[src/bas_pkg.sv]
// shared constants, types and command/status structs of the batch admission scheduler
`timescale 1ns / 1ps
package bas_pkg;

    // table sizes
    localparam int MAX_BATCH  = 16;
    localparam int WAIT_DEPTH = 64;

    localparam int RUN_AW = (MAX_BATCH > 1) ? $clog2(MAX_BATCH) : 1;
    localparam int RC_W   = $clog2(MAX_BATCH + 1);
    localparam int WQ_AW  = (WAIT_DEPTH > 1) ? $clog2(WAIT_DEPTH) : 1;
    localparam int WC_W   = $clog2(WAIT_DEPTH + 1);

    // field widths
    localparam int OP_W   = 2;
    localparam int ID_W   = 16;
    localparam int LEN_W  = 16;
    localparam int POOL_W = 17;
    localparam int TOK_W  = 17;
    localparam int KIND_W = 3;
    localparam int MBS_W  = 5;
    localparam int BS_W   = 11;
    localparam int MBT_W  = 16;
    localparam int CFG_W  = 16;
    localparam int CFG_IW = 2;

    // datapath widths
    localparam int DVD_W  = TOK_W + 1;
    localparam int DCNT_W = $clog2(DVD_W + 1);
    localparam int RES_W  = TOK_W + RC_W;
    localparam int BAT_W  = LEN_W + RC_W;

    // reset values of the configuration registers
    localparam logic [MBS_W-1:0] MBS_RST = MBS_W'(16);
    localparam logic [BS_W-1:0]  BS_RST  = BS_W'(16);
    localparam logic [MBT_W-1:0] MBT_RST = '0;

    // configuration register indexes
    localparam logic [CFG_IW-1:0] CFG_MAX_BATCH  = 2'd0;
    localparam logic [CFG_IW-1:0] CFG_BLOCK_SIZE = 2'd1;
    localparam logic [CFG_IW-1:0] CFG_MAX_TOKENS = 2'd2;

    // result kinds
    localparam logic [KIND_W-1:0] KIND_ADDED   = 3'd0;
    localparam logic [KIND_W-1:0] KIND_DECODE  = 3'd1;
    localparam logic [KIND_W-1:0] KIND_PREFILL = 3'd2;
    localparam logic [KIND_W-1:0] KIND_ACK     = 3'd3;
    localparam logic [KIND_W-1:0] KIND_EMPTY   = 3'd4;
    localparam logic [KIND_W-1:0] KIND_FULL    = 3'd5;

    typedef enum logic [OP_W-1:0] {
        OP_ADD    = 2'd0,
        OP_SCHED  = 2'd1,
        OP_FINISH = 2'd2,
        OP_UPDATE = 2'd3
    } op_t;

    // operand of a block count
    typedef enum logic [1:0] {
        DIV_TOTAL  = 2'd0,
        DIV_PREFIX = 2'd1,
        DIV_CACHE  = 2'd2
    } div_sel_t;

    typedef struct packed {
        logic [ID_W-1:0]  id;
        logic [LEN_W-1:0] plen;
        logic [LEN_W-1:0] mnew;
        logic [LEN_W-1:0] pcache;
    } req_t;

    // controller to datapath
    typedef struct packed {
        logic     accept;
        logic     fin_step;
        logic     fin_commit;
        logic     div_start;
        div_sel_t div_sel;
        logic     div_src_q;
        logic     latch_a;
        logic     latch_b;
        logic     res_acc;
        logic     fb_init;
        logic     q_rd;
        logic     q_rd_adm;
        logic     admit;
        logic     emit_dec;
        logic     emit_pre;
        logic     emit_empty;
    } bas_cmd_t;

    // datapath to controller
    typedef struct packed {
        op_t  op;
        logic out_free;
        logic check;
        logic rc_zero;
        logic idx_end;
        logic idx_last;
        logic can_admit;
        logic tok_fail;
        logic need_fail;
        logic div_done;
        logic adm_zero;
        logic adm_one;
    } bas_status_t;

endpackage

[src/bas_ctrl.sv]
// sequencing state machine of the batch admission scheduler
`timescale 1ns / 1ps
module bas_ctrl
    import bas_pkg::*;
(
    input  logic        clk,
    input  logic        rst_n,
    input  logic        in_valid,
    output logic        in_ready,
    input  bas_status_t status,
    output bas_cmd_t    cmd
);

    typedef enum logic [19:0] {
        ST_IDLE  = 20'h00001,
        ST_FIN   = 20'h00002,
        ST_SINIT = 20'h00004,
        ST_RA    = 20'h00008,
        ST_RAW   = 20'h00010,
        ST_RB    = 20'h00020,
        ST_RBW   = 20'h00040,
        ST_RC    = 20'h00080,
        ST_RCW   = 20'h00100,
        ST_FBI   = 20'h00200,
        ST_ADRD  = 20'h00400,
        ST_ADCK  = 20'h00800,
        ST_ADA   = 20'h01000,
        ST_ADAW  = 20'h02000,
        ST_ADB   = 20'h04000,
        ST_ADBW  = 20'h08000,
        ST_DEC   = 20'h10000,
        ST_PRRD  = 20'h20000,
        ST_PREM  = 20'h40000,
        ST_EMPTY = 20'h80000
    } state_t;

    state_t state_reg;
    state_t state_next;

    // state register
    always_ff @(posedge clk or negedge rst_n)
    begin
        if (!rst_n)
        begin
            state_reg <= ST_IDLE;
        end
        else
        begin
            state_reg <= state_next;
        end
    end

    // next state and commands
    always_comb
    begin
        state_next = state_reg;
        cmd        = '0;
        in_ready   = 1'b0;
        unique case (state_reg)
            ST_IDLE:
            begin
                in_ready = status.out_free;
                if (in_valid && status.out_free)
                begin
                    cmd.accept = 1'b1;
                    case (status.op)
                        OP_FINISH: state_next = ST_FIN;
                        OP_SCHED:  state_next = ST_SINIT;
                        default:   state_next = ST_IDLE;
                    endcase
                end
            end
            ST_FIN:
            begin
                if (status.idx_end)
                begin
                    cmd.fin_commit = 1'b1;
                    state_next     = ST_IDLE;
                end
                else
                begin
                    cmd.fin_step = 1'b1;
                end
            end
            ST_SINIT:
            begin
                state_next = (status.check && !status.rc_zero) ? ST_RA : ST_FBI;
            end
            // future reservations of running requests
            ST_RA:
            begin
                cmd.div_start = 1'b1;
                cmd.div_sel   = DIV_TOTAL;
                state_next    = ST_RAW;
            end
            ST_RAW:
            begin
                if (status.div_done)
                begin
                    cmd.latch_a = 1'b1;
                    state_next  = ST_RB;
                end
            end
            ST_RB:
            begin
                cmd.div_start = 1'b1;
                cmd.div_sel   = DIV_PREFIX;
                state_next    = ST_RBW;
            end
            ST_RBW:
            begin
                if (status.div_done)
                begin
                    cmd.latch_b = 1'b1;
                    state_next  = ST_RC;
                end
            end
            ST_RC:
            begin
                cmd.div_start = 1'b1;
                cmd.div_sel   = DIV_CACHE;
                state_next    = ST_RCW;
            end
            ST_RCW:
            begin
                cmd.div_sel = DIV_CACHE;
                if (status.div_done)
                begin
                    cmd.res_acc = 1'b1;
                    state_next  = status.idx_last ? ST_FBI : ST_RA;
                end
            end
            ST_FBI:
            begin
                cmd.fb_init = 1'b1;
                state_next  = ST_ADRD;
            end
            // admission decisions
            ST_ADRD:
            begin
                if (status.can_admit)
                begin
                    cmd.q_rd     = 1'b1;
                    cmd.q_rd_adm = 1'b1;
                    state_next   = ST_ADCK;
                end
                else
                begin
                    state_next = ST_DEC;
                end
            end
            ST_ADCK:
            begin
                if (status.tok_fail)
                begin
                    state_next = ST_DEC;
                end
                else if (status.check)
                begin
                    state_next = ST_ADA;
                end
                else
                begin
                    cmd.admit  = 1'b1;
                    state_next = ST_ADRD;
                end
            end
            ST_ADA:
            begin
                cmd.div_start = 1'b1;
                cmd.div_src_q = 1'b1;
                cmd.div_sel   = DIV_TOTAL;
                state_next    = ST_ADAW;
            end
            ST_ADAW:
            begin
                if (status.div_done)
                begin
                    cmd.latch_a = 1'b1;
                    state_next  = ST_ADB;
                end
            end
            ST_ADB:
            begin
                cmd.div_start = 1'b1;
                cmd.div_src_q = 1'b1;
                cmd.div_sel   = DIV_PREFIX;
                state_next    = ST_ADBW;
            end
            ST_ADBW:
            begin
                if (status.div_done)
                begin
                    if (status.need_fail)
                    begin
                        state_next = ST_DEC;
                    end
                    else
                    begin
                        cmd.admit  = 1'b1;
                        state_next = ST_ADRD;
                    end
                end
            end
            // result transfers
            ST_DEC:
            begin
                if (status.idx_end)
                begin
                    if (!status.adm_zero)
                    begin
                        state_next = ST_PRRD;
                    end
                    else
                    begin
                        state_next = status.rc_zero ? ST_EMPTY : ST_IDLE;
                    end
                end
                else if (status.out_free)
                begin
                    cmd.emit_dec = 1'b1;
                end
            end
            ST_PRRD:
            begin
                cmd.q_rd   = 1'b1;
                state_next = ST_PREM;
            end
            ST_PREM:
            begin
                if (status.out_free)
                begin
                    cmd.emit_pre = 1'b1;
                    state_next   = status.adm_one ? ST_IDLE : ST_PRRD;
                end
            end
            ST_EMPTY:
            begin
                if (status.out_free)
                begin
                    cmd.emit_empty = 1'b1;
                    state_next     = ST_IDLE;
                end
            end
            default:
            begin
                state_next = ST_IDLE;
            end
        endcase
    end

endmodule

[config.mk]
export PLATFORM = sky130hd
export DESIGN_NAME = bas_ctrl
export DESIGN_NICKNAME = d
export VERILOG_FILES = /design/src/bas_pkg.sv /design/src/bas_ctrl.sv
export SDC_FILE = /design/constraint.sdc
export NUM_CORES = 1
export LEC_CHECK = 0
export ABC_CLOCK_PERIOD_IN_PS = 2100
export BUFFER_PORTS_ARGS = -buffer_cell sky130_fd_sc_hd__buf_2
export CAP_MARGIN = 30
export CORE_AREA = 10 10 98 78
export CTS_CLUSTER_DIAMETER = 120
export DETAILED_ROUTE_END_ITERATION = 10
export DIE_AREA = 0 0 108 88
export HOLD_SLACK_MARGIN = 0.02
export PLACE_DENSITY = 0.58
export SYNTH_ARGS = -nofsm -noshare
export SYNTH_HDL_FRONTEND = slang
export SYNTH_SLANG_ARGS = --single-unit
export TNS_END_PERCENT = 30
[constraint.sdc]
create_clock -name clk -period 2.1 [get_ports clk]
set_input_delay 0.21 -clock clk [delete_from_list [all_inputs] [get_ports clk]]
set_output_delay 0.21 -clock clk [all_outputs]
set_load 0.005 [all_outputs]
==> flow_metrics.env, run 1 <==
export IMPL_max_freq_mhz=396
export IMPL_clockBufferDepth=2
export IMPL_dp_slack_ns=-0.258
export IMPL_yosys_cell_types_count=54
export IMPL_pwr_density_cell_nw_per_um2=573
export IMPL_core_sq_um=5740
export IMPL_wl_per_cell_um=16.1
export IMPL_die_h_um=88
export IMPL_final_util=0.488
export IMPL_fin_skew_ns=0.00580
export IMPL_n_fill_cell=536
export IMPL_synth_edf_count=0
export IMPL_cts_sink_count=20
export IMPL_min_period_ns=2.52
export IMPL_hold_slack_ns=0.237
export IMPL_synth_nets=201
export IMPL_post_route_period_util=1.20
export IMPL_hold_path_cell_count=3
export IMPL_min_path_type="in2reg"
export IMPL_start_util=0.274
export IMPL_clk_pin_slew_worst_paths_ns=0.08
export IMPL_final_nets=313
export IMPL_worstSetupStartpointType="register"
export IMPL_crit_required_ns=1.89
export IMPL_gp_congestion=0.881
export IMPL_ys_seq_area_frac=0.319
export IMPL_synthCells=183
export IMPL_violations="negative setup slack"
export IMPL_insertedDiodeCount=0
export IMPL_rsz0062_at_grt="true"
export IMPL_relSlewSlack=0.671
export IMPL_largest_register_ff_count=20
export IMPL_r2r_cells=11
export IMPL_setup_viol=33
export IMPL_ys_flop_type="dfrtp_1"
export IMPL_synth_seq_cells=20
export IMPL_vias_per_cell=5.01
export IMPL_finalPower_mw=1.60
export IMPL_ant_nets=0
export IMPL_grt_max_degree=21
export IMPL_io_pins=34
export IMPL_clk_latency_ns=0.27
export IMPL_die_area_sq_um=9500
export IMPL_crit_type="reg2out"
export IMPL_grt_pass1_wl_um=9700
export IMPL_drt_wl_total_um=6000
export IMPL_grt_overflow=0
export IMPL_finalHoldViolCount=0
export IMPL_power_leakage_nw=1.39
export IMPL_end_kind="primary output"
export IMPL_vdd_drop_max_v=0.000274
export IMPL_die_w_um=108
export IMPL_rows=24
export IMPL_area_growth_pct=78.0
export IMPL_place_hpwl_um=4330
export IMPL_syn_area_per_cell_sq_um=8.59
export IMPL_numCtsBuffers=3
export IMPL_first_pass_iters=4
export IMPL_drive_above_1_share=0.558
export IMPL_async_flop_share=1.00
export IMPL_worstPathArrival_ns=2.31
export IMPL_cp_max_fo=3
export IMPL_grtUsageTotal=0.127
export IMPL_io_buffers=33
export IMPL_vias=1864
export IMPL_antenna_found_initial=0
export IMPL_ys_warn_count=0
export IMPL_drtIter0Drc=51
export IMPL_final_max_slew_viol_count=0
export IMPL_drc=0
export IMPL_cts_htree_levels=1
export IMPL_status="finished with violations"
export IMPL_worst_pin_slew_ns=0.494
export IMPL_cap_violations=0
export IMPL_root_buffer="clkbuf_8"
export IMPL_cts_tree="built"
export IMPL_netlist_area_sq_um=1570
export IMPL_layout_setup_ws_ns=-0.422
export IMPL_grt_pass1_vias=1929
==> metrics by stage <==
| step | setup TNS [ns] | instances | cell area (sq um) |
|---|---|---|---|
| after CTS | -6.53 | 369 | 2710 |
| after global placement | -3.08 | 347 | 2300 |
| after global routing | -13.53 | 372 | 2800 |
| after floorplan | -0.692 | 183 | 1640 |
| final | -9.83 | 372 | 2800 |
| after detailed placement | -3.84 | 347 | 2300 |
==> per-layer routing <==
metal	vias up	wire [um]	global-route usage
met5	-	0	0
met1	898	2930	0.173
met3	6	345	0.0301
li1	915	-	-
met4	0	56	0.0327
met2	45	2660	0.195
==> final cells by class <==
cell class                      count  area (sq um)  share of cell area
Sequential cell                    20           505               0.181
Inverter                           10          37.5              0.0134
Clock buffer                        4          45.0              0.0161
Multi-Input combinational cell    146          1280               0.457
Timing Repair Buffer              114           835               0.298
Tap cell                           78          97.6              0.0349
==> critical path, cell delays in order, from the launching register on <==
cell      delay [ns]
dfrtp_1         0.43
nor4_4          0.38
buf_4           0.20
buf_4           0.11
buf_6           0.09
nand4_4         0.07
or4b_4          0.51
a21boi_2        0.13
buf_2           0.13
==> path summary, 6_finish.rpt <==
check	start	end	slack (ns)
max	state_reg[13]	cmd[9]	-0.42
min	status[1]	state_reg[19]	0.24
max reg2reg	state_reg[13]	state_reg[19]	-0.42
min reg2reg	state_reg[7]	state_reg[7]	0.63
max in group asynchronous	rst_n	state_reg[9]	1.29
min in group asynchronous	rst_n	state_reg[5]	0.44
==> cells by family after synthesis <==
kind of cell,count (synthesis),share of synthesized area
multiplexers,1,0.00636
AND/OR/NAND/NOR,107,0.424
buffers and inverters,17,0.0565
flip-flops,20,0.319
AO/OA/AOI/OAI,30,0.145
adder cells (fa/ha/maj),2,0.0159
XOR/XNOR,6,0.0334
==> report_power, final <==
| group | internal [mW] | total [mW] | switching, mW | leakage, nW |
|---|---|---|---|---|
| Combinational | 0.471 | 0.912 | 0.441 | 1.10 |
| Clock | 0.136 | 0.273 | 0.138 | 0.0228 |
| Sequential | 0.404 | 0.418 | 0.0134 | 0.271 |
==> synthesized netlist by cell type, drive strengths merged, types with 4 or more instances <==
cell type / n / area share
a21o: 6 / 0.029
buf: 6 / 0.030
dfrtp: 19 / 0.30
inv: 10 / 0.024
nand2: 12 / 0.029
nand3: 7 / 0.022
nand4: 7 / 0.032
nor2: 22 / 0.053
nor3: 7 / 0.022
nor3b: 4 / 0.019
nor4: 15 / 0.091
o21ai: 6 / 0.019
or4: 7 / 0.038
xor2: 4 / 0.022
==> layout by cell type, fill, tap and decap left out, drive strengths merged, types with 6 or more instances in the layout <==
master	Yosys	layout
a21o	6	6
o21ai	6	6
or4	7	7
nand4	7	7
inv	10	10
buf	6	113
nor2	22	22
nand2	12	12
nor4	15	15
nand3	7	7
nor3	7	7
dfrtp	19	19
==> what timing repair did <==
item / in CTS / in global routing
hold endpoints to repair: 19 / 0
resized for setup: 45 / 13
setup buffers: 17 / 4
pin swaps: 19 / 9
endpoints found under the setup margin: 34 / 35
hold buffers: 1 / 0
(Power assumes the default switching activity.)
==> run 2: changes to the inputs <==
BUFFER_PORTS_ARGS = not set   (was -buffer_cell sky130_fd_sc_hd__buf_2)
DONT_BUFFER_PORTS = 1   (was not set)
PLACE_DENSITY = 0.52   (was 0.58)
==> run 2 against run 1 <==
  * The flow still finishes with violations (negative setup slack)
  * Die area unchanged
  * Non-clock buffer count decreased by 29
  * Power decreased by 3.4%
  * Via count decreased by 4.3%
  * Critical path depth decreased by 2
  * Hold slack got worse by 0.13 ns
  * Count of clock-buffer cells in the layout unchanged
  * Largest power group unchanged
==> flow_metrics.env, run 2 (synthesis results as in run 1) <==
export IMPL_drive_above_1_share=0.528
export IMPL_met2_usage=0.197
export IMPL_final_max_slew_viol_count=0
export IMPL_setup_tns_final_ns=-5.62
export IMPL_clk_latency_ns=0.27
export IMPL_crit_type="reg2out"
export IMPL_io_pins=34
export IMPL_use_met3=0.0506
export IMPL_crit_buf_inv=1
export IMPL_max_freq_mhz=412
export IMPL_start_util=0.274
export IMPL_r2r_cells=8
export IMPL_design_area_sq_um=2640
export IMPL_die_h_um=88
export IMPL_n_fill_cell=525
export IMPL_rows=24
export IMPL_worst_pin_slew_ns=0.341
export IMPL_dp_slack_ns=-0.212
export IMPL_grt_pass1_wl_um=9410
export IMPL_grtUsageTotal=0.122
export IMPL_crit_family="simple AND/OR/NAND/NOR gates"
export IMPL_placed_cell_area_sq_um=2160
export IMPL_pwr_density_cell_nw_per_um2=587
export IMPL_wl_per_cell_um=17.7
export IMPL_cts_sink_count=20
export IMPL_clockPowerShare=0.205
export IMPL_cpMaxStageDelayCell="or4_4"
export IMPL_crit_top_cell="nor4_4"
export IMPL_stdcell_count=343
export IMPL_drc=0
export IMPL_grt_overflow=0
export IMPL_layout_setup_ws_ns=-0.328
export IMPL_p_switching_mw=0.567
export IMPL_r2r_start="state_reg[0]"
export IMPL_post_route_period_util=1.16
export IMPL_core_sq_um=5740
export IMPL_cts_htree_levels=1
export IMPL_multi_input_area_sq_um=1270
export IMPL_vias=1784
export IMPL_setup_viol=29
export IMPL_antenna_found_initial=0
export IMPL_vias_per_cell=5.20
export IMPL_hold_slack_ns=0.109
export IMPL_finalHoldViolCount=0
export IMPL_worstSetupStartpointType="register"
export IMPL_drtIter0Drc=62
export IMPL_p_comb_frac=0.526
export IMPL_root_buffer="clkbuf_8"
export IMPL_min_path_type="in2reg"
export IMPL_place_hpwl_um=4310
export IMPL_grt_max_degree=21
export IMPL_crit_required_ns=1.89
export IMPL_end_kind="primary output"
export IMPL_cts_tree="built"
export IMPL_hold_start="status[6]"
export IMPL_fin_skew_ns=0.00281
export IMPL_violations="negative setup slack"
export IMPL_status="finished with violations"
export IMPL_layout_common_cells="buf_4 (75), nor2_1 (17), dfrtp_1 (16)"
export IMPL_io_buffers=0
export IMPL_die_w_um=108
export IMPL_p_int_mw=0.982
export IMPL_first_pass_iters=4
export IMPL_ant_nets=0
export IMPL_crit_chain="nor4_4 > buf_4 > nand3_4 > or4_4 > nor4_4 > a21o_1"
export IMPL_seq_power_share=0.270
export IMPL_final_util=0.460
export IMPL_worstPathArrival_ns=2.22
export IMPL_startpoint="state_reg[4]"
export IMPL_min_period_ns=2.43
export IMPL_hold_path_cell_count=2
export IMPL_regArea_sq_um=505
export IMPL_finalPower_mw=1.55
export IMPL_grt_met1_usage=0.149
export IMPL_clk_pin_slew_worst_paths_ns=0.09
export IMPL_relSlewSlack=0.771
export IMPL_vdd_drop_max_v=0.000276
export IMPL_rsz0062_at_grt="true"
export IMPL_largest_register_ff_count=20
export IMPL_drt_wl_total_um=6060
export IMPL_busiest_layer="met2"
export IMPL_power_leakage_nw=1.26
export IMPL_numCtsBuffers=3
export IMPL_area_growth_pct=67.9
export IMPL_crit_cells=6
export IMPL_gp_congestion=0.839
export IMPL_insertedDiodeCount=0
export IMPL_cp_max_fo=5
export IMPL_dp_cells=317
export IMPL_die_area_sq_um=9500
export IMPL_max_stage_delay_ns=0.53
export IMPL_grt_pass1_vias=1827
export IMPL_final_nets=284
export IMPL_layout_commonest_cell="buf_4"
export IMPL_clockBufferDepth=2
export IMPL_cap_violations=0
export IMPL_switching_share=0.366
==> run 2: final cells by class <==
cell class | count | share of cell area
tap | 78 | 0.0370
timing repair buffer | 85 | 0.257
inverter | 10 | 0.0142
multi-input combinational | 146 | 0.480
sequential | 20 | 0.191
clock buffer | 4 | 0.0209
==> run 2: path summary, 6_finish.rpt <==
kind,end,slack (ns)
max,cmd[3],-0.33
min,state_reg[9],0.11
max reg2reg,state_reg[0],-0.31
min reg2reg,state_reg[7],0.64
max in group asynchronous,state_reg[0],1.44
min in group asynchronous,state_reg[4],0.20
==> run 2: metal layers <==
layer | up-vias | part of all wire
li1 | 859 | -
met1 | 864 | 0.44
met2 | 53 | 0.47
met3 | 8 | 0.084
met4 | 0 | 0.010
met5 | - | 0
==> run 2: worst reg2reg max path, delay by kind of cell (launching register included) <==
kind	cells	cell delay, ns
AOI/OAI and AO/OA	1	0.31
and+or+nand+nor	5	1.16
buffers and inverters	2	0.30
DFF	1	0.56
==> run 2: what timing repair did <==
action,4_1_cts,5_1_grt
hold endpoints to repair,20,0
gates resized for setup,27,24
hold buffers,1,0
buffers inserted,15,5
endpoints found under the setup margin,33,35
pin swaps,11,14
cloned,0,0
==> run 2: power groups by stage <==
| stage | registers (mW) | logic [mW] | clock network (mW) |
|---|---|---|---|
| 2_1_floorplan | 0.426 | 0.337 | 0 |
| 4_1_cts | 0.418 | 0.683 | 0.322 |
| 5_1_grt | 0.419 | 0.868 | 0.336 |
| 6_report | 0.418 | 0.814 | 0.317 |
| 3_3_place_gp | 0.426 | 0.564 | 0 |
| 3_5_place_dp | 0.426 | 0.564 | 0 |
==> run 3: changes to the inputs <==
ABC_AREA = 1   (was not set)
CORE_AREA = 2 2 67 53   (was 10 10 98 78)
DIE_AREA = 0 0 69 55   (was 0 0 108 88)
PLACE_DENSITY = 0.81   (was 0.52)
==> run 3 against run 2 <==
  * The run now ends clean
  * Critical path depth did not move
  * Register-to-register slack improved by 0.45 ns
  * Largest cell class unchanged
  * Sequential power rose by 4%
  * First-iteration DRC count rose by 31%
  * Global-route usage rose by 10 points
  * Sequential share of layout area rose by 9.1 points
  * Die area fell by 60%
  * Non-clock buffer count fell by 78
  * Synthesized cell count rose by 25%
==> flow_metrics.env, run 3 <==
export IMPL_status="finished, final reports clean"
export IMPL_power_leakage_nw=0.981
export IMPL_stdcell_count=277
export IMPL_first_pass_iters=4
export IMPL_min_period_ns=1.99
export IMPL_synth_top_cell_area_share=0.288
export IMPL_async_flop_share=1.00
export IMPL_ys_seq_area_frac=0.304
export IMPL_gp_congestion=0.925
export IMPL_post_synth_top_count_cell="inv_1"
export IMPL_grt_overflow=0
export IMPL_die_h_um=55
export IMPL_ys_flop_type="dfrtp_1"
export IMPL_p_int_mw=0.764
export IMPL_vias_per_cell=5.35
export IMPL_vdd_drop_max_v=0.000394
export IMPL_drc=0
export IMPL_synth_edf_count=0
export IMPL_rsz0062_at_grt="true"
export IMPL_place_hpwl_um=3110
export IMPL_numCtsBuffers=3
export IMPL_cts_htree_levels=1
export IMPL_io_buffers=0
export IMPL_worstSetupStartpointType="register"
export IMPL_cpMaxStageDelayCell="dfrtp_2"
export IMPL_end_kind="primary output"
export IMPL_grt_pass1_wl_um=6540
export IMPL_cts_tree="built"
export IMPL_ys_top_cells_by_count="inv_1 (41), nand2_1 (37), nor2_1 (37), dfrtp_1 (19), nand3_1 (18)"
export IMPL_worstPathArrival_ns=1.78
export IMPL_synthCells=229
export IMPL_drtIter0Drc=81
export IMPL_insertedDiodeCount=0
export IMPL_layout_common_cells="inv_1 (41), nor2_1 (37), nand2_1 (37)"
export IMPL_max_stage_delay_ns=0.45
export IMPL_rows=18
export IMPL_crit_chain="nor2_4 > nand2_4 > nor2_4 > buf_4 > nand3_1 > nor3b_1"
export IMPL_setup_tns_final_ns=0
export IMPL_setup_viol=0
export IMPL_p_comb_frac=0.435
export IMPL_ys_warn_count=0
export IMPL_max_freq_mhz=503
export IMPL_p_switching_mw=0.532
export IMPL_crit_required_ns=1.89
export IMPL_die_area_sq_um=3800
export IMPL_post_route_period_util=0.948
export IMPL_yosys_cell_types_count=30
export IMPL_vias=1482
export IMPL_grtUsageTotal=0.222
export IMPL_synth_nets=247
export IMPL_worst_pin_slew_ns=0.941
export IMPL_layout_commonest_cell="inv_1"
export IMPL_final_nets=256
export IMPL_min_path_type="in2reg"
export IMPL_clk_pin_slew_worst_paths_ns=0.08
export IMPL_synth_top_area_cell="dfrtp_1"
export IMPL_core_sq_um=3150
export IMPL_antenna_found_initial=0
export IMPL_syn_area_per_cell_sq_um=7.21
export IMPL_seq_power_share=0.335
export IMPL_drive_above_1_share=0.241
export IMPL_start_util=0.524
export IMPL_relSlewSlack=0.371
export IMPL_crit_type="reg2out"
export IMPL_finalHoldViolCount=0
export IMPL_wl_per_cell_um=14.3
export IMPL_final_max_slew_viol_count=0
export IMPL_switching_share=0.410
export IMPL_cp_max_fo=8
export IMPL_netlist_area_sq_um=1650
export IMPL_synth_seq_cells=20
export IMPL_grt_max_degree=21
export IMPL_clockBufferDepth=2
export IMPL_pwr_density_cell_nw_per_um2=727
export IMPL_crit_top_cell="nor2_4"
export IMPL_io_pins=34
export IMPL_area_growth_pct=7.88
export IMPL_drt_wl_total_um=3960
export IMPL_cap_violations=0
export IMPL_grt_pass1_vias=1379
export IMPL_die_w_um=69
export IMPL_largest_register_ff_count=20
export IMPL_clockPowerShare=0.230
export IMPL_root_buffer="clkbuf_8"
export IMPL_ant_nets=0
export IMPL_clk_latency_ns=0.26
export IMPL_dp_cells=268
export IMPL_synth_area_leaders="dfrtp_1 (29%), inv_1 (9.3%), nand2_1 (8.4%)"
export IMPL_fin_skew_ns=0.00174
export IMPL_cts_sink_count=20
run 3: cell types whose count changed after synthesis, moves of 7 or more:
cell	delta
nor4_1	-10
nand3_1	+11
nand2_2	+9
nor2_2	+7
nor2_1	+15
inv_1	+31
nand2_1	+25
nor2_4	+7
run 3: stage by stage:
stage	instance area, sq um	hold WS, ns	setup slack, ns	total power [mW]	utilization
floorplan	1650	-0.0856	0.522	0.938	-
global placement	1670	-0.0851	0.204	0.960	0.531
detailed placement	1670	-0.0851	0.126	0.981	0.531
CTS	1750	0.104	0.0410	1.29	0.555
global route	1780	0.0997	-0.00139	1.38	0.565
finish	1780	0.104	0.110	1.30	0.565
run 3: power by group through the flow:
stage	combinational, mW	sequential [mW]	clock [mW]
floorplan	0.502	0.436	0
global placement	0.521	0.439	0
detailed placement	0.540	0.441	0
CTS	0.551	0.433	0.301
global route	0.613	0.437	0.328
finish	0.564	0.433	0.298
run 3: worst max-delay path, delay by kind of cell (launching register included):
family	cells	cell delay, ns
and+or+nand+nor	5	0.87
DFF	1	0.45
buffers and inverters	1	0.19
run 3: final timing paths:
path                               start       endpoint  slack, ns  depth (start not counted)
hold / removal                 status[8]  state_reg[19]       0.10                          2
min in group asynchronous          rst_n  state_reg[11]       0.54                          1
setup reg to reg           state_reg[15]  state_reg[16]       0.14                         10
max in group asynchronous          rst_n   state_reg[4]       0.93                          1
hold reg to reg            state_reg[19]  state_reg[19]       0.54                          2
setup / recovery            state_reg[4]        cmd[16]       0.11                          6
run 3: cell type report:
class                   count  area (sq um)
clock buffers               4          55.1
fillers                   306          1370
inverters                  43           161
multi-input cells         163           955
flip-flops and latches     20           503
well taps                  40          50.0
repair buffers              7          57.6
run 3: routing by layer:
| layer | global-route usage | vias up | part of all wire |
|---|---|---|---|
| li1 | - | 737 | - |
| met1 | 0.286 | 673 | 0.46 |
| met2 | 0.388 | 68 | 0.46 |
| met3 | 0.0634 | 4 | 0.080 |
| met4 | 0.0327 | 0 | 0.0053 |
| met5 | 0 | - | 0 |
run 3: cells by family after synthesis:
kind of cell	share of synthesized area
AOI/OAI and AO/OA	0.0780
DFF	0.304
adders and majority gates	0.0151
buffers and inverters	0.123
and+or+nand+nor	0.480
run 3: what timing repair did:
| item | CTS | global route |
|---|---|---|
| buffers inserted | 0 | 3 |
| hold buffers | 2 | 0 |
| resized for setup | 0 | 4 |
| endpoints found under the hold margin | 21 | 0 |
| endpoints found under the setup margin | 0 | 5 |
